## src/rtl/core/hps_pkg.sv

```systemverilog
package hps_pkg;

   localparam int MAX_WIDTH   = 4096;
   localparam int MAX_HEIGHT  = 4096;
   localparam int COL_BITS    = $clog2(MAX_WIDTH);
   localparam int ROW_BITS    = $clog2(MAX_HEIGHT);
   localparam int DIM_W       = 13;
   localparam int CMP_W       = ((COL_BITS + 1) > DIM_W) ?
                                ((ROW_BITS + 1) > (COL_BITS + 1) ? ROW_BITS + 1 : COL_BITS + 1) :
                                ((ROW_BITS + 1) > DIM_W ? ROW_BITS + 1 : DIM_W);
   localparam int AMT_W       = 10;
   localparam int AMT_MAX     = 768;
   localparam int BITS_W      = 5;
   localparam int SAMPLE_W    = 16;
   localparam int NUM_CH      = 3;
   localparam int HP_W        = 21;
   localparam int PROD_W      = 32;
   localparam int QUEUE_DEPTH = 4;

   localparam logic [DIM_W-1:0]  RESET_WIDTH  = 13'd640;
   localparam logic [DIM_W-1:0]  RESET_HEIGHT = 13'd480;
   localparam logic [AMT_W-1:0]  RESET_AMOUNT = 10'd256;
   localparam logic [BITS_W-1:0] RESET_BITS   = 5'd8;

   typedef enum logic [1:0] {
      REG_FRAME_WIDTH  = 2'd0,
      REG_FRAME_HEIGHT = 2'd1,
      REG_AMOUNT       = 2'd2,
      REG_SAMPLE_BITS  = 2'd3
   } csr_index_type;

   // channel 0 is red, 1 green, 2 blue
   typedef logic [NUM_CH-1:0][SAMPLE_W-1:0] pixel_type;

   typedef struct packed {
      pixel_type above;
      pixel_type middle;
   } line_type;

   typedef struct packed {
      pixel_type top;
      pixel_type mid;
      pixel_type cur;
   } column_type;

   typedef struct packed {
      logic main;
      logic last_row;
      logic right;
      logic right_last;
      logic left_rep;
   } emit_type;

   typedef struct packed {
      column_type col;
      emit_type   emit;
   } job_type;

   typedef struct packed {
      logic [CMP_W-1:0]    width;
      logic [CMP_W-1:0]    height;
      logic [AMT_W-1:0]    amount;
      logic [SAMPLE_W-1:0] mask;
   } cfg_type;

endpackage

```

## src/rtl/core/hps_queue.sv

```systemverilog
module hps_queue (
   input  logic             clock,
   input  logic             reset,
   input  logic             in_valid,
   output logic             in_ready,
   input  hps_pkg::job_type in_job,
   output logic             out_valid,
   input  logic             out_ready,
   output hps_pkg::job_type out_job
);
   import hps_pkg::*;

   localparam int PTR_W = $clog2(QUEUE_DEPTH);
   localparam int CNT_W = $clog2(QUEUE_DEPTH + 1);

   job_type          entries_ff [QUEUE_DEPTH];
   logic [PTR_W-1:0] wr_ptr_ff, wr_ptr_in, rd_ptr_ff, rd_ptr_in;
   logic [CNT_W-1:0] count_ff, count_in;
   logic             wr, rd;

   assign in_ready  = (count_ff != CNT_W'(QUEUE_DEPTH));
   assign out_valid = (count_ff != '0);
   assign out_job   = entries_ff[rd_ptr_ff];
   assign wr        = in_valid && in_ready;
   assign rd        = out_valid && out_ready;

   always_comb begin
      wr_ptr_in = wr ? PTR_W'(wr_ptr_ff + PTR_W'(1)) : wr_ptr_ff;
      rd_ptr_in = rd ? PTR_W'(rd_ptr_ff + PTR_W'(1)) : rd_ptr_ff;
      count_in  = count_ff;
      if (wr && !rd) begin
         count_in = count_ff + CNT_W'(1);
      end else if (rd && !wr) begin
         count_in = count_ff - CNT_W'(1);
      end
   end

   always_ff @(posedge clock) begin
      if (reset) begin
         wr_ptr_ff <= '0;
         rd_ptr_ff <= '0;
         count_ff  <= '0;
      end else begin
         wr_ptr_ff <= wr_ptr_in;
         rd_ptr_ff <= rd_ptr_in;
         count_ff  <= count_in;
      end
   end

   always_ff @(posedge clock) begin
      if (wr) begin
         entries_ff[wr_ptr_ff] <= in_job;
      end
   end
endmodule

```

## config.mk

```make
export PLATFORM = sky130hd
export DESIGN_NAME = hps_queue
export DESIGN_NICKNAME = d
export VERILOG_FILES = /design/src/rtl/core/hps_pkg.sv /design/src/rtl/core/hps_queue.sv
export SDC_FILE = /design/constraint.sdc
export NUM_CORES = 1
export LEC_CHECK = 0
export ABC_AREA = 1
export BUFFER_PORTS_ARGS = -buffer_cell sky130_fd_sc_hd__buf_2
export CAP_MARGIN = 0
export CORE_MARGIN = 2
export CORE_UTILIZATION = 55
export CTS_CLUSTER_SIZE = 24
export DETAILED_ROUTE_END_ITERATION = 10
export MAX_ROUTING_LAYER = met4
export PLACE_DENSITY = 0.83
export SLEW_MARGIN = 40
export SYNTH_ARGS = -nofsm -noshare
export SYNTH_HDL_FRONTEND = slang
export SYNTH_SLANG_ARGS = --single-unit
```

## constraint.sdc

```tcl
create_clock -name clock -period 25.4 [get_ports clock]
set_clock_uncertainty 0.15 [all_clocks]
set_input_delay 3.81 -clock clock [delete_from_list [all_inputs] [get_ports clock]]
set_output_delay 3.81 -clock clock [all_outputs]
set_load 0.1 [all_outputs]
```

== Word level (Yosys, flattened, before mapping) ==
Memories as Yosys holds them, arrays and structs flattened. A register that Yosys moved wholly into a read port is not among the register bits.
Cells that the tools add are included.

* Muxes and demuxes: 6
* Reduce and logical (&&, ||, !) cells: 8
* Add/subtract/negate cells: 4
* Equality and inequality tests: 1

{| class="wikitable"
|+ Operator list
! kind !! count
|-
| $mux 3 || 2
|-
| $add 2x1->2 const B || 2
|-
| $logic_and 1x1->1 || 4
|-
| $mux 2 || 2
|-
| $add 3x1->3 const B || 1
|-
| $ne 3x3->1 const B || 1
|-
| $reduce_bool 3->1 || 1
|-
| $sub 3x1->3 const B || 1
|-
| $logic_not 1->1 || 2
|-
| $mux 1 || 2
|-
| $reduce_bool 2->1 || 1
|}

* Output and inout bits: 151
* Input port bits: 153
* Register bits: 7
* Memories: 1
* Bits in writable memories: 596
* Logic and storage cells: 23

{| class="wikitable"
|+ Memory list
! name !! depth !! bits a word !! rd ports !! clocked after memory_dff !! wr ports !! RTL line !! RTL
|-
| entries_ff || 4 || 149 || 1 || 1 || 1 || hps_queue.sv:16 || <nowiki>job_type entries_ff [QUEUE_DEPTH];</nowiki>
|}

== Longest topological paths before layout ==
* Depth after elaboration: 6
* Depth in mapped cells: 13
* Depth with buffers taken out: 13

== Least setup slack after synthesis ==
OpenSTA, ideal clock, no wires.

* Kind: input port to flip-flop
* From: input port in_valid
* To: memory entries_ff[0][0] (netlist bit), enable pin
* Data arrival time: 10180 ps
* Data required time: 24590 ps
* Slack: 14410 ps
* Path buffers: 0
* Stages on the path: 2
* Library setup time: 660 ps
* Cells stage by stage: nand2_1 > nor2_1

* Longest elaborated chain between the ends: 3

{| class="wikitable"
|+ RTL lines
! item !! RTL line !! RTL
|-
| start, declared || hps_queue.sv:4 || <nowiki>input logic in_valid,</nowiki>
|-
| $logic_and 1x1->1 || hps_queue.sv:24 || <nowiki>assign wr = in_valid && in_ready;</nowiki>
|-
| $mux 1 || hps_queue.sv:51 || <nowiki>if (wr) begin</nowiki>
|-
| $mux 1 (implied by the code) || hps_queue.sv:52 || <nowiki>entries_ff[wr_ptr_ff] <= in_job;</nowiki>
|-
| end, declared || hps_queue.sv:16 ||
|}

Every way passes these cells.

==> metrics.txt <==
Area Overhead vs Synth 16.7%; cell chain of the critical path inv_4 > buf_6 > o21ai_0 > o22ai_1 > buf_2; ranking of synthesized cells by area edfxtp_1, nor2_1, o21ai_0, o22ai_1, o21ai_1; critical path's slowest cell inv_4; First-pass DRT Iterations 5; Register-to-Register Path Depth 6; clk sinks 605; time the worst path needs with I/O delays and setup 7.32 ns; Via Count 13636; FF+latch count, synth 605; RSZ-0062 raised after global routing false; initial core utilization 55.5%; fill count 2733; initial antenna violation count 10; remaining global-route overflow 0; number of remaining DRC errors 0; Worst R2R Setup Slack 22.02 ns; Synth area leader edfxtp_1; hold crit path type flip-flop to flip-flop; WHS 0.355 ns; most common cell in the synthesized netlist edfxtp_1; Cell Rows 74; final WL 48.0 mm; Critical Path Max Stage Delay 0.62 ns; Clk Tree Root Cell clkbuf_16; Clock Latency Late Sink 0.60 ns; Warnings, synthesis 0; worst path required time 21.44 ns; top cell type's share of synthesized area 79.4%; Final Max Tran Viols 0; Synthesized Nets 1667; Final Util 64.8%; HP Start rd_ptr_ff[0]$_SDFFE_PP0P_; crit-path max FO 81; Peak Freq 0.137 GHz; hold_buf cts 0; prevailing post-synth register cell edfxtp_1; Post-Syn Area 0.0225 mm²; MaxCap Viol Count 0; Hold Path Depth 2; vias in the first global route 13161; CTS resizes 0; nets 1951; CP Buf/Inv Count 3; largest net degree at the start of global routing 188; RR Endpoint entries_ff[3][29]$_DFFE_PP_; EDFF count, synth 596; Reg clk slew, reported paths 0.06 ns; full die area 0.0426 mm²; global-route wire length before repair 71.2 mm; Crit Path Category flip-flop to primary output; CTS tree done; Final period util 28.8%; Port Buf Inserts 303; Max clock buf depth 3; Min-Delay Endpoint rd_ptr_ff[0]$_SDFFE_PP0P_; layout cells sized above 1 22.7%; sequential share of the synthesized area 80.2%; endpoint type of the worst setup path primary output; post-route ant nets 0; CP arrival 3.36 ns; Cell variety after synth 21; Worst Setup Start Kind flip-flop; top cells by count, synth edfxtp_1, nor2_1, o21ai_0; DP HPWL 25.8 mm; routed len/inst 20.1 µm; Slew HR 48.0%; Fin Setup TNS 0 ns; Cells after Synth 1508; die height 206 µm; Worst-Margin Slew 0.779 ns; total CTS buffers 58; share of flip-flops with an asynchronous set or reset 0%; post-CTS setup buffers 0; Final Hold Viols 0; RR Startpoint count_ff[0]$_SDFFE_PP0P_; number of top-level pins 304; Chip Width 206 µm; core area 0.0406 mm²; vias per cell 5.72; Final GP Congestion 0.778; family with the most delay on the worst path buffers and inverters; H-tree depth 2; Mapped Avg Cell Area 15.0 µm²; Final Setup Violations 0; total track usage 22.6%; number of DRC markers in iteration 0 1129; status finished clean
state kept, by name, summed over array words and instances, names as in the netlist, named ones only:
| register | cells |
|---|---|
| rd_ptr_ff | 2 |
| entries_ff | 596 |
| wr_ptr_ff | 2 |
| count_ff | 3 |
worst max path at each step:
stage / endpoint / slack, ns / start / cells past startpoint
floorplan: entries_ff[0][0]$_DFFE_PP_ / 14.41 / in_valid / 2
CTS: out_job[30] / 18.05 / flip-flop / 5
global placement: entries_ff[3][144]$_DFFE_PP_ / 18.24 / in_valid / 5
finish: out_job[30] / 18.08 / flip-flop / 5
detailed placement: out_job[30] / 18.68 / flip-flop / 5
global route: out_job[32] / 17.89 / flip-flop / 5
per-layer routing:
metal | vias to the layer above | share of wire [%] | wire (µm) | global-route usage, %
met3 | 91 | 8.5 | 4090 | 5.76
met4 | 0 | 2.4 | 1150 | 7.09
met1 | 6706 | 38 | 18400 | 27.4
met2 | 548 | 51 | 24300 | 37.4
li1 | 6291 | - | - | -
met5 | - | 0 | 0 | -
layout by cell type (no fill, tap or decap), drive strengths merged, types with 3 or more instances in the layout:
| cell type | count |
|---|---|
| a21oi | 3 |
| buf | 321 |
| bufinv | 6 |
| clkbuf | 68 |
| clkinv | 29 |
| clkinvlp | 5 |
| dfxtp | 9 |
| diode | 11 |
| edfxtp | 596 |
| ha | 5 |
| inv | 17 |
| nand2 | 15 |
| nand3 | 4 |
| nor2 | 312 |
| o21ai | 299 |
| o22ai | 149 |
area by class of cell:
class                      instances  area [µm²]  share of cell area [%]
sequential                       605       18100                    68.7
timing repair buffer             321        1770                    6.74
tap                              532         666                    2.53
clock buffer                      68        1510                    5.74
inverter                          16        75.1                   0.285
antenna                           11        27.5                   0.105
multi-input combinational        790        3820                    14.5
clock inverter                    41         364                    1.38
metrics by stage:
step                      cells  worst slack [ns]  instance area [µm²]
after floorplan            1508             14.41                22500
after global placement     2260             18.24                24300
after detailed placement   2262             18.68                24400
after CTS                  2371             18.05                26200
after global routing       2383             17.89                26300
final                      2384             18.08                26300
worst register-to-register path, stage by stage (launching register included):
cell and delay (ns):
dfxtp_1 0.40, nor2_1 0.09, nand2_1 0.12, nand2_1 0.26, nor2_4 0.60, buf_6 0.62, buf_6 0.71
kinds of logic after synthesis:
group           after synthesis  share of synthesized area [%]
simple gates                332                           5.57
flops                       605                           80.2
buf+inv                     113                           3.02
fa+ha+maj                     6                          0.366
compound gates              451                           10.8
xor+xnor                      1                         0.0388
Power is not shown: default switching activity piles up to over one toggle a cycle in this logic, so the estimate is an artifact.
