==> src/rtl/core/hps_pkg.sv <==
package hps_pkg;

   localparam int MAX_WIDTH   = 4096;
   localparam int MAX_HEIGHT  = 4096;
   localparam int COL_BITS    = $clog2(MAX_WIDTH);
   localparam int ROW_BITS    = $clog2(MAX_HEIGHT);
   localparam int DIM_W       = 13;
   localparam int CMP_W       = ((COL_BITS + 1) > DIM_W) ?
                                ((ROW_BITS + 1) > (COL_BITS + 1) ? ROW_BITS + 1 : COL_BITS + 1) :
                                ((ROW_BITS + 1) > DIM_W ? ROW_BITS + 1 : DIM_W);
   localparam int AMT_W       = 10;
   localparam int AMT_MAX     = 768;
   localparam int BITS_W      = 5;
   localparam int SAMPLE_W    = 16;
   localparam int NUM_CH      = 3;
   localparam int HP_W        = 21;
   localparam int PROD_W      = 32;
   localparam int QUEUE_DEPTH = 4;

   localparam logic [DIM_W-1:0]  RESET_WIDTH  = 13'd640;
   localparam logic [DIM_W-1:0]  RESET_HEIGHT = 13'd480;
   localparam logic [AMT_W-1:0]  RESET_AMOUNT = 10'd256;
   localparam logic [BITS_W-1:0] RESET_BITS   = 5'd8;

   typedef enum logic [1:0] {
      REG_FRAME_WIDTH  = 2'd0,
      REG_FRAME_HEIGHT = 2'd1,
      REG_AMOUNT       = 2'd2,
      REG_SAMPLE_BITS  = 2'd3
   } csr_index_type;

   // channel 0 is red, 1 green, 2 blue
   typedef logic [NUM_CH-1:0][SAMPLE_W-1:0] pixel_type;

   typedef struct packed {
      pixel_type above;
      pixel_type middle;
   } line_type;

   typedef struct packed {
      pixel_type top;
      pixel_type mid;
      pixel_type cur;
   } column_type;

   typedef struct packed {
      logic main;
      logic last_row;
      logic right;
      logic right_last;
      logic left_rep;
   } emit_type;

   typedef struct packed {
      column_type col;
      emit_type   emit;
   } job_type;

   typedef struct packed {
      logic [CMP_W-1:0]    width;
      logic [CMP_W-1:0]    height;
      logic [AMT_W-1:0]    amount;
      logic [SAMPLE_W-1:0] mask;
   } cfg_type;

endpackage

==> src/rtl/core/hps_rsp_if.sv <==
interface hps_rsp_if;
   logic        valid;
   logic        ready;
   logic [15:0] out_r;
   logic [15:0] out_g;
   logic [15:0] out_b;
   logic        frame_end;
   logic        last_of_run;

   modport source (output valid, output out_r, output out_g, output out_b,
                   output frame_end, output last_of_run, input ready);
   modport sink (input valid, input out_r, input out_g, input out_b,
                 input frame_end, input last_of_run, output ready);
endinterface

==> src/rtl/core/hps_back.sv <==
module hps_back (
   input  logic             clock,
   input  logic             reset,
   input  logic             q_valid,
   output logic             q_ready,
   input  hps_pkg::job_type q_job,
   input  hps_pkg::cfg_type cfg,
   hps_rsp_if.source        rsp
);
   import hps_pkg::*;

   pixel_type win_ff [3][3];   // [column][row]
   emit_type  pend_ff, pend_in;

   logic      any, issue, rem_empty, pop;
   logic      free1, free2, free3, out_move;
   emit_type  rem;
   logic [1:0] lc, cc, rc, ur, mr, dr;
   logic      sel_frame;

   logic      v1_ff, v2_ff, v3_ff, vo_ff;
   pixel_type s1_ctr_ff, s2_ctr_ff, s3_ctr_ff;
   pixel_type s1_nb_ff [8];
   logic      s1_fe_ff, s2_fe_ff, s3_fe_ff, o_fe_ff;
   logic      s1_lr_ff, s2_lr_ff, s3_lr_ff, o_lr_ff;
   logic signed [HP_W-1:0]   s2_hp_ff [NUM_CH];
   logic signed [PROD_W-1:0] s3_prod_ff [NUM_CH];
   logic [SAMPLE_W-1:0]      o_val_ff [NUM_CH];
   logic [SAMPLE_W-1:0]      o_val_in [NUM_CH];

   assign any = pend_ff.main || pend_ff.last_row || pend_ff.right || pend_ff.right_last;

   assign out_move = !vo_ff || rsp.ready;
   assign free3    = !v3_ff || out_move;
   assign free2    = !v2_ff || free3;
   assign free1    = !v1_ff || free2;
   assign issue    = any && free1;

   // pick the earliest pending result and the window taps it uses
   always_comb begin
      rem       = pend_ff;
      sel_frame = 1'b0;
      lc = pend_ff.left_rep ? 2'd1 : 2'd0;
      cc = 2'd1;
      rc = 2'd2;
      ur = 2'd0;
      mr = 2'd1;
      dr = 2'd2;
      if (pend_ff.main) begin
         rem.main = 1'b0;
      end else if (pend_ff.last_row) begin
         rem.last_row = 1'b0;
         ur = 2'd1;
         mr = 2'd2;
      end else if (pend_ff.right) begin
         rem.right = 1'b0;
         lc = 2'd1;
         cc = 2'd2;
      end else begin
         rem.right_last = 1'b0;
         sel_frame = 1'b1;
         lc = 2'd1;
         cc = 2'd2;
         ur = 2'd1;
         mr = 2'd2;
      end
   end

   assign rem_empty = !(rem.main || rem.last_row || rem.right || rem.right_last);
   assign q_ready   = !any || (free1 && rem_empty);
   assign pop       = q_valid && q_ready;

   always_comb begin
      pend_in = pend_ff;
      if (pop) begin
         pend_in = q_job.emit;
      end else if (issue) begin
         pend_in = rem;
      end
   end

   always_ff @(posedge clock) begin
      if (reset) begin
         pend_ff <= '0;
         v1_ff   <= 1'b0;
         v2_ff   <= 1'b0;
         v3_ff   <= 1'b0;
         vo_ff   <= 1'b0;
         for (int c = 0; c < 3; c++) begin
            for (int r = 0; r < 3; r++) begin
               win_ff[c][r] <= '0;
            end
         end
      end else begin
         pend_ff <= pend_in;
         if (free1) v1_ff <= issue;
         if (free2) v2_ff <= v1_ff;
         if (free3) v3_ff <= v2_ff;
         if (out_move) vo_ff <= v3_ff;
         if (pop) begin
            win_ff[0]    <= win_ff[1];
            win_ff[1]    <= win_ff[2];
            win_ff[2][0] <= q_job.col.top;
            win_ff[2][1] <= q_job.col.mid;
            win_ff[2][2] <= q_job.col.cur;
         end
      end
   end

   // stage 1: gather centre and neighbours
   always_ff @(posedge clock) begin
      if (free1 && issue) begin
         s1_ctr_ff   <= win_ff[cc][mr];
         s1_nb_ff[0] <= win_ff[lc][ur];
         s1_nb_ff[1] <= win_ff[cc][ur];
         s1_nb_ff[2] <= win_ff[rc][ur];
         s1_nb_ff[3] <= win_ff[lc][mr];
         s1_nb_ff[4] <= win_ff[rc][mr];
         s1_nb_ff[5] <= win_ff[lc][dr];
         s1_nb_ff[6] <= win_ff[cc][dr];
         s1_nb_ff[7] <= win_ff[rc][dr];
         s1_fe_ff    <= sel_frame;
         s1_lr_ff    <= rem_empty;
      end
   end

   // stage 2: high-pass sum
   always_ff @(posedge clock) begin
      if (free2 && v1_ff) begin
         for (int ch = 0; ch < NUM_CH; ch++) begin
            s2_hp_ff[ch] <= $signed({2'b00, s1_ctr_ff[ch], 3'b000})
               - $signed(HP_W'({5'b0, s1_nb_ff[0][ch]} + {5'b0, s1_nb_ff[1][ch]}
                             + {5'b0, s1_nb_ff[2][ch]} + {5'b0, s1_nb_ff[3][ch]}
                             + {5'b0, s1_nb_ff[4][ch]} + {5'b0, s1_nb_ff[5][ch]}
                             + {5'b0, s1_nb_ff[6][ch]} + {5'b0, s1_nb_ff[7][ch]}));
         end
         s2_ctr_ff <= s1_ctr_ff;
         s2_fe_ff  <= s1_fe_ff;
         s2_lr_ff  <= s1_lr_ff;
      end
   end

   // stage 3: scale by gain
   always_ff @(posedge clock) begin
      if (free3 && v2_ff) begin
         for (int ch = 0; ch < NUM_CH; ch++) begin
            s3_prod_ff[ch] <= PROD_W'($signed({1'b0, cfg.amount}) * s2_hp_ff[ch]);
         end
         s3_ctr_ff <= s2_ctr_ff;
         s3_fe_ff  <= s2_fe_ff;
         s3_lr_ff  <= s2_lr_ff;
      end
   end

   // output: add centre, round half up, clamp
   always_comb begin
      logic signed [PROD_W+1:0] num;
      logic [PROD_W-10:0]       shifted;
      for (int ch = 0; ch < NUM_CH; ch++) begin
         num = $signed({7'b0, s3_ctr_ff[ch], 11'b0}) + (PROD_W+2)'(s3_prod_ff[ch])
               + $signed((PROD_W+2)'(1024));
         shifted = num[PROD_W+1:11];
         if (num < 0) begin
            o_val_in[ch] = '0;
         end else if (shifted > (PROD_W-9)'(cfg.mask)) begin
            o_val_in[ch] = cfg.mask;
         end else begin
            o_val_in[ch] = shifted[SAMPLE_W-1:0];
         end
      end
   end

   always_ff @(posedge clock) begin
      if (out_move && v3_ff) begin
         for (int ch = 0; ch < NUM_CH; ch++) begin
            o_val_ff[ch] <= o_val_in[ch];
         end
         o_fe_ff <= s3_fe_ff;
         o_lr_ff <= s3_lr_ff;
      end
   end

   assign rsp.valid       = vo_ff;
   assign rsp.out_r       = o_val_ff[0];
   assign rsp.out_g       = o_val_ff[1];
   assign rsp.out_b       = o_val_ff[2];
   assign rsp.frame_end   = o_fe_ff;
   assign rsp.last_of_run = o_lr_ff;
endmodule

==> src/flat_wrapper.sv <==
// flat-port wrapper written by rule: the top's interface ports become plain ports
module hps_back_flat import hps_pkg::*;
  (clock, reset, q_valid, q_ready, q_job, cfg, rsp_valid, rsp_out_r, rsp_out_g, rsp_out_b, rsp_frame_end, rsp_last_of_run, rsp_ready);
  hps_rsp_if rsp_i ();
  input  logic clock;
  input  logic reset;
  input  logic q_valid;
  output logic q_ready;
  input  hps_pkg::job_type q_job;
  input  hps_pkg::cfg_type cfg;
  output wire logic [$bits(rsp_i.valid)-1:0] rsp_valid;
  output wire logic [$bits(rsp_i.out_r)-1:0] rsp_out_r;
  output wire logic [$bits(rsp_i.out_g)-1:0] rsp_out_g;
  output wire logic [$bits(rsp_i.out_b)-1:0] rsp_out_b;
  output wire logic [$bits(rsp_i.frame_end)-1:0] rsp_frame_end;
  output wire logic [$bits(rsp_i.last_of_run)-1:0] rsp_last_of_run;
  input wire logic [$bits(rsp_i.ready)-1:0] rsp_ready;
  assign rsp_valid = rsp_i.valid;
  assign rsp_out_r = rsp_i.out_r;
  assign rsp_out_g = rsp_i.out_g;
  assign rsp_out_b = rsp_i.out_b;
  assign rsp_frame_end = rsp_i.frame_end;
  assign rsp_last_of_run = rsp_i.last_of_run;
  assign rsp_i.ready = rsp_ready;
  hps_back u_core (.clock(clock), .reset(reset), .q_valid(q_valid), .q_ready(q_ready), .q_job(q_job), .cfg(cfg), .rsp(rsp_i));
endmodule
==> config.mk <==
export PLATFORM = sky130hd
export DESIGN_NAME = hps_back_flat
export DESIGN_NICKNAME = d
export VERILOG_FILES = /design/src/rtl/core/hps_pkg.sv /design/src/rtl/core/hps_rsp_if.sv /design/src/rtl/core/hps_back.sv /design/src/flat_wrapper.sv
export SDC_FILE = /design/constraint.sdc
export NUM_CORES = 2
export LEC_CHECK = 0
export BUFFER_PORTS_ARGS = -buffer_cell sky130_fd_sc_hd__clkbuf_2
export CORE_AREA = 2 2 458 460
export DETAILED_ROUTE_END_ITERATION = 7
export DIE_AREA = 0 0 460 462
export GPL_TIMING_DRIVEN = 0
export PLACE_DENSITY = 0.55
export SLEW_MARGIN = 40
export SYNTH_ARGS = -nofsm -noshare
export SYNTH_HDL_FRONTEND = slang
export SYNTH_SLANG_ARGS = --single-unit
==> constraint.sdc <==
create_clock -name clock -period 33.9 [get_ports clock]
set_input_delay 6.78 -clock clock [delete_from_list [all_inputs] [get_ports clock]]
set_output_delay 6.78 -clock clock [all_outputs]
set_load 0.005 [all_outputs]
# --- After elaboration in Yosys (flattened, before gate mapping) ---
# Memories as Yosys holds them, arrays and structs flattened.
# Cells that the tools add are included.
totals:
  ram_bits: 1023
  n_memories: 5
  input_bits: 205
  reg_bits: 161
classes:
  n_lt_le_gt_ge: 8
  n_bitwise: 7
  n_addsub: 30
  n_mul: 3
  mux: 59
  n_reduce_logical: 25
mem_list:
  columns: ["name", "depth", "width", "read_ports", "rd_ports_with_merged_regs", "write_ports", "line", "rtl"]
  rows:
  - ["u_core.win_ff", 3, 144, 4, 0, 3, "hps_back.sv:12", "pixel_type win_ff [3][3];"]
  - ["u_core.s1_nb_ff", 8, 48, 8, 0, 8, "hps_back.sv:23", "pixel_type s1_nb_ff [8];"]
  - ["u_core.s3_prod_ff", 3, 32, 3, 0, 3, "hps_back.sv:27", "logic signed [PROD_W-1:0] s3_prod_ff [NUM_CH];"]
  - ["u_core.s2_hp_ff", 3, 21, 3, 0, 3, "hps_back.sv:26", "logic signed [HP_W-1:0] s2_hp_ff [NUM_CH];"]
  - ["u_core.o_val_ff", 3, 16, 3, 0, 3, "hps_back.sv:28", "logic [SAMPLE_W-1:0] o_val_ff [NUM_CH];"]
ops:
  columns: ["cell", "count"]
  rows:
  - ["two-way mux 48 bit", 15]
  - ["binary-select mux 48 bit (select 2 bit)", 6]
  - ["adder 21 x 16 -> 21 bit", 18]
  - ["two-way mux 144 bit", 2]
  - ["adder 34 x 12 -> 34 bit (second input constant)", 3]
  - ["less-than comparator 34 x 1 -> 1 bit (second input constant)", 3]
  - ["adder 28 x 32 -> 33 bit", 3]
  - ["multiplier 11 x 21 -> 32 bit", 3]
  - ["two-way mux 16 bit", 6]
  - ["> comparator 23 x 16 -> 1 bit", 3]
  - ["subtractor 20 x 21 -> 21 bit", 3]
  - ["adder 16 x 16 -> 17 bit", 3]
  - ["two-way mux 2 bit", 10]
  - ["two-way mux 1 bit", 17]
  - ["logical OR 1 bit", 10]
  - ["two-way mux 5 bit", 2]
  - ["logical AND 1 bit", 7]
  - [">= comparator 3 bit (second input constant)", 2]
  - ["zero test 1 bit", 6]
  - ["inverter 2 -> 3 bit", 2]
  - ["bitwise OR 1 bit", 5]
  - ["two-way mux 3 bit", 1]
  - ["nonzero test 2 bit", 1]
  - ["OR reduction 2 bit", 1]

# --- Depth between registers and ports, before layout ---
logic_depth:
  word_depth: 13
  ltp_mapped: 25
  depth_no_buf: 25

# --- Worst setup path after synthesis ---
# No wires, ideal clock.
synth_timing:
  path_type: "input to register"
  start: "input port rsp_ready"
  end: "register u_core.s1_ctr_ff[0] (netlist bit), enable pin"
  t_required_ps: 32659
  path_slack_ps: 7426
  setup_time_ps: 1241
  path_buffers: 0
  path_stages: 4
  t_arrival_ps: 25234
  cell_sequence: "nor2b_1 and2_1 and3_1 nor2_1"
synth_between:
  elab_chain_len: 6
synth_rtl:
  columns: ["element", "line", "rtl"]
  rows:
  - ["from (decl)", "flat_wrapper.sv:17", "input wire logic [$bits(rsp_i.ready)-1:0] rsp_ready;"]
  - ["logical OR 1 bit", "hps_back.sv:33", "assign out_move = !vo_ff || rsp.ready;"]
  - ["logical OR 1 bit", "hps_back.sv:34", "assign free3 = !v3_ff || out_move;"]
  - ["logical OR 1 bit", "hps_back.sv:35", "assign free2 = !v2_ff || free3;"]
  - ["logical OR 1 bit", "hps_back.sv:36", "assign free1 = !v1_ff || free2;"]
  - ["logical AND 1 bit", "hps_back.sv:37", "assign issue = any && free1;"]
  - ["named net u_core.issue", "hps_back.sv:15", "logic any, issue, rem_empty, pop;"]
  - ["logical AND 1 bit", "hps_back.sv:112", "if (free1 && issue) begin"]
  - ["to (signal assigned)", "hps_back.sv:113", "s1_ctr_ff <= win_ff[cc][mr];"]
  - ["to (decl)", "hps_back.sv:22", "pixel_type s1_ctr_ff, s2_ctr_ff, s3_ctr_ff;"]
# The timed path passes the listed nets, and every way through them passes these cells.
# A chain may end at the register's enable or synchronous reset.

# --- Final worst setup path ---
layout_timing:
  start: "input port rsp_ready"
  end: "output port q_ready"
layout_between:
  elab_chain_len: 6
layout_rtl:
  columns: ["element", "line", "rtl"]
  rows:
  - ["logical OR 1 bit", "hps_back.sv:33", null]
  - ["logical OR 1 bit", "hps_back.sv:34", null]
  - ["logical OR 1 bit", "hps_back.sv:35", null]
  - ["logical OR 1 bit", "hps_back.sv:36", null]
  - ["logical AND 1 bit", "hps_back.sv:70", "assign q_ready = !any || (free1 && rem_empty);"]
  - ["logical OR 1 bit", "hps_back.sv:70", null]
  - ["to (decl)", "flat_wrapper.sv:8", "output logic q_ready;"]
# No other way between the ends.

==> results.md <==
* Status: finished clean
* Congestion Overflow GR at 0
* All-layer global routing usage at 0.205
* Final Max Slew Viols at 0
* Number of synthesized flops with an enable pin at 1145
* Residual DRC count at 0
* 1st-pass router iterations at 5
* Iter 0 DRT Violations at 3600
* Hold_buf cts at 0
* CTS tree: yes
* Layout area overhead at 12.4%
* Synth Instances at 6761
* HPWL after detailed placement at between 150 and 200 mm
* YS warnings at 0
* FILL cells at 19300
* Resized Gates After CTS at 0
* Setup ws final at 18.65 ns
* Initial antenna violation count at 29
* Final Cycle Share at 0.450
* Slew Limit Headroom at 0.412
* Final Hold Viols at 0
* Vias post-DR at 50700
* Final ANT Viol Nets at 0
* Fin nets at 8642
* First-pass GRT wire length at 326 mm
* CP most frequent cell: clkbuf_2
* Post-Syn Nets at 8226
* H-tree Lvls at 4
* Worst reg2reg path depth at 23
* Routed wire length at 216 mm
* Number of global-route vias before repair at 52700
* Vias per cell at 5.06
* Max-Cap Viols at 0
* CP Data Required Time at ~27 ns
* CP top delay family: simple AND/OR/NAND/NOR gates
* Port Buf Inserts at 223
* Met3 wire len at 12.5 mm
* Syn avg cell area at 12.2 sq um
* Clock sink count at 1154
* Synth Cell Area at 82500 sq um
* Hold Path Origin: u_core.s3_lr_ff
* Unrepaired setup endpoints after global routing: no
* Crit-path cells: clkbuf_2 -> nor2b_1 -> and2_1 -> nand3_1 -> a21o_1 -> clkbuf_2
* Ys flop type: edfxtp_1
* DR WL/cell at 21.5 um
* Setup WS pre-CTS at 18.54 ns
* Worst hold path cell count at 0
* Worst path bufs/invs at 2
* CTS buffer count at 136
* FP Rows at 168
* Core box area at 208000 sq um
* Hold Path End: u_core.rsp.last_of_run
* Cell variety after synth at 96
* Die H at 462 um
* Setup violators final at 0
* Flops & latches, synth at 1154
* Sequential fraction of the synthesis area at 0.419
* Root buffer cell: clkbuf_16
* Wire length on met2 at 98.9 mm
* # Post-CTS Setup Buffers at 0
* Clock skew at 0.0609 ns
* Placer Congestion at 0.903
* CTS max path bufs at 3
* Die area at 213000 sq um
* Die W at 460 um
* M1 wire length at roughly 100 mm
* Ys async rst share at 0
* Slowest CP cell: nor2b_1
* Largest net degree at the start of global routing at 40
* CP Class: in -> out
* Worst slew pin tran at 0.873 ns
* Clock Latency Late Sink at ~0.80 ns
* Top routing layer in use: met5
* CP Capture Type: primary output
* Fmax at between 0.06 and 0.07 GHz
* Reg2reg end: u_core.s2_hp_ff[0][60]
* Fin crit period at 15.25 ns
* Share of cells above drive strength 1 at 0.122
* Hold crit path type: reg -> reg
* Top Ports at 257
* Worst path max stage delay at 0.48 ns
* Worst EP arrival at 8.47 ns
* Origin of the critical flop-to-flop path: u_core.s1_nb_ff[0][32]
* CP Max Fanout at 6
* Setup crit start kind: primary input
* R2r setup slk at 26.96 ns
* Initial core utilization at 0.396
* Worst-path clk slew at 0.06 ns
## kinds of logic (layout without fill, tap and decap cells)
family	after synthesis	count (layout)	synth area share
AND/OR/NAND/NOR	1788	1788	0.112
buffers and inverters	1262	1790	0.0581
adder cells (fa/ha/maj)	1261	1261	0.268
flip-flops	1154	1154	0.419
AO/OA/AOI/OAI	652	652	0.0503
multiplexers	424	424	0.0690
XOR/XNOR	220	220	0.0234
other	0	4	0
## layer usage
| layer | up-vias | track usage |
|---|---|---|
| met5 | - | 0 |
| met4 | 12 | 0.0507 |
| met3 | 238 | 0.0305 |
| met2 | 1303 | 0.327 |
| met1 | 25600 | 0.294 |
| li1 | 23500 | - |
## flip-flops by register name, summed over array words and instances (netlist names), 5 cells and up
register / flops
u_core.o_val_ff: 48
u_core.pend_ff: 5
u_core.s1_ctr_ff: 48
u_core.s1_nb_ff: 384
u_core.s2_ctr_ff: 48
u_core.s2_hp_ff: 63
u_core.s3_ctr_ff: 48
u_core.s3_prod_ff: 66
u_core.win_ff: 432
## synthesized netlist by cell type (all sizes together), types with 61 or more instances
| cell | n | area [sq um] |
|---|---|---|
| mux2i | 132 | 1320 |
| and2 | 722 | 4520 |
| a21oi | 155 | 776 |
| mux4 | 96 | 2160 |
| inv | 981 | 3680 |
| xnor2 | 155 | 1360 |
| clkbuf | 223 | 837 |
| o21ai | 202 | 1010 |
| nor3 | 65 | 330 |
| ha | 420 | 5260 |
| mux2 | 196 | 2210 |
| fa | 840 | 16800 |
| xor2 | 65 | 569 |
| a21o | 61 | 458 |
| edfxtp | 1145 | 34400 |
| nor2 | 158 | 612 |
| nand2 | 612 | 2300 |
## through the flow
stage,utilization,cells,hold slack [ns],area [sq um],setup TNS (ns)
2_1_floorplan,-,6761,0.400,82500,0
3_3_place_gp,0.418,9704,0.405,87000,-462.53
3_5_place_dp,0.424,9759,0.405,88300,0
4_1_cts,0.445,10000,0.406,92700,0
5_1_grt,0.445,10000,0.412,92700,0
6_report,0.445,10000,0.401,92700,0
## layout make-up
class / instances / area [sq um] / share of cell area
diodes: 4 / 10.0 / 0.000108
plain buffers: 280 / 1190 / 0.0128
clock buffers: 173 / 3610 / 0.0390
clock inverters: 77 / 797 / 0.00860
inverters: 982 / 3690 / 0.0398
multi-input cells: 4345 / 43200 / 0.466
flip-flops and latches: 1154 / 34600 / 0.373
well taps: 2720 / 3400 / 0.0367
repair buffers: 278 / 2250 / 0.0243
## cells in the final DEF (no fill, tap or decap), drive strengths merged, types with 20 or more instances in the layout
cell,n
edfxtp,1145
a21oi,155
mux2,196
mux4,96
buf,111
o21ai,202
o21a,45
clkbuf,619
xnor2,155
nand2,612
and3,28
o21bai,20
nand4,30
nor2b,29
nor2,158
xor2,65
and2,722
nand3,59
ha,420
fa,840
clkinv,55
mux2i,132
nor3,65
a21o,61
inv,990
## how the worst max path moves through the flow
stage | depth (start not counted) | slack, ns | endpoint | startpoint
6_report | 6 | 18.65 | q_ready | rsp_ready
5_1_grt | 6 | 18.56 | q_ready | rsp_ready
2_1_floorplan | 4 | 7.43 | u_core.s1_ctr_ff[0] | rsp_ready
3_5_place_dp | 6 | 18.54 | q_ready | rsp_ready
4_1_cts | 6 | 18.54 | q_ready | rsp_ready
3_3_place_gp | 5 | -1.11 | u_core.s1_nb_ff[1][21] | rsp_ready
Power is left out: the tool's default activity adds up to more than one toggle a clock period on the data nets, which glitch-free logic cannot reach.
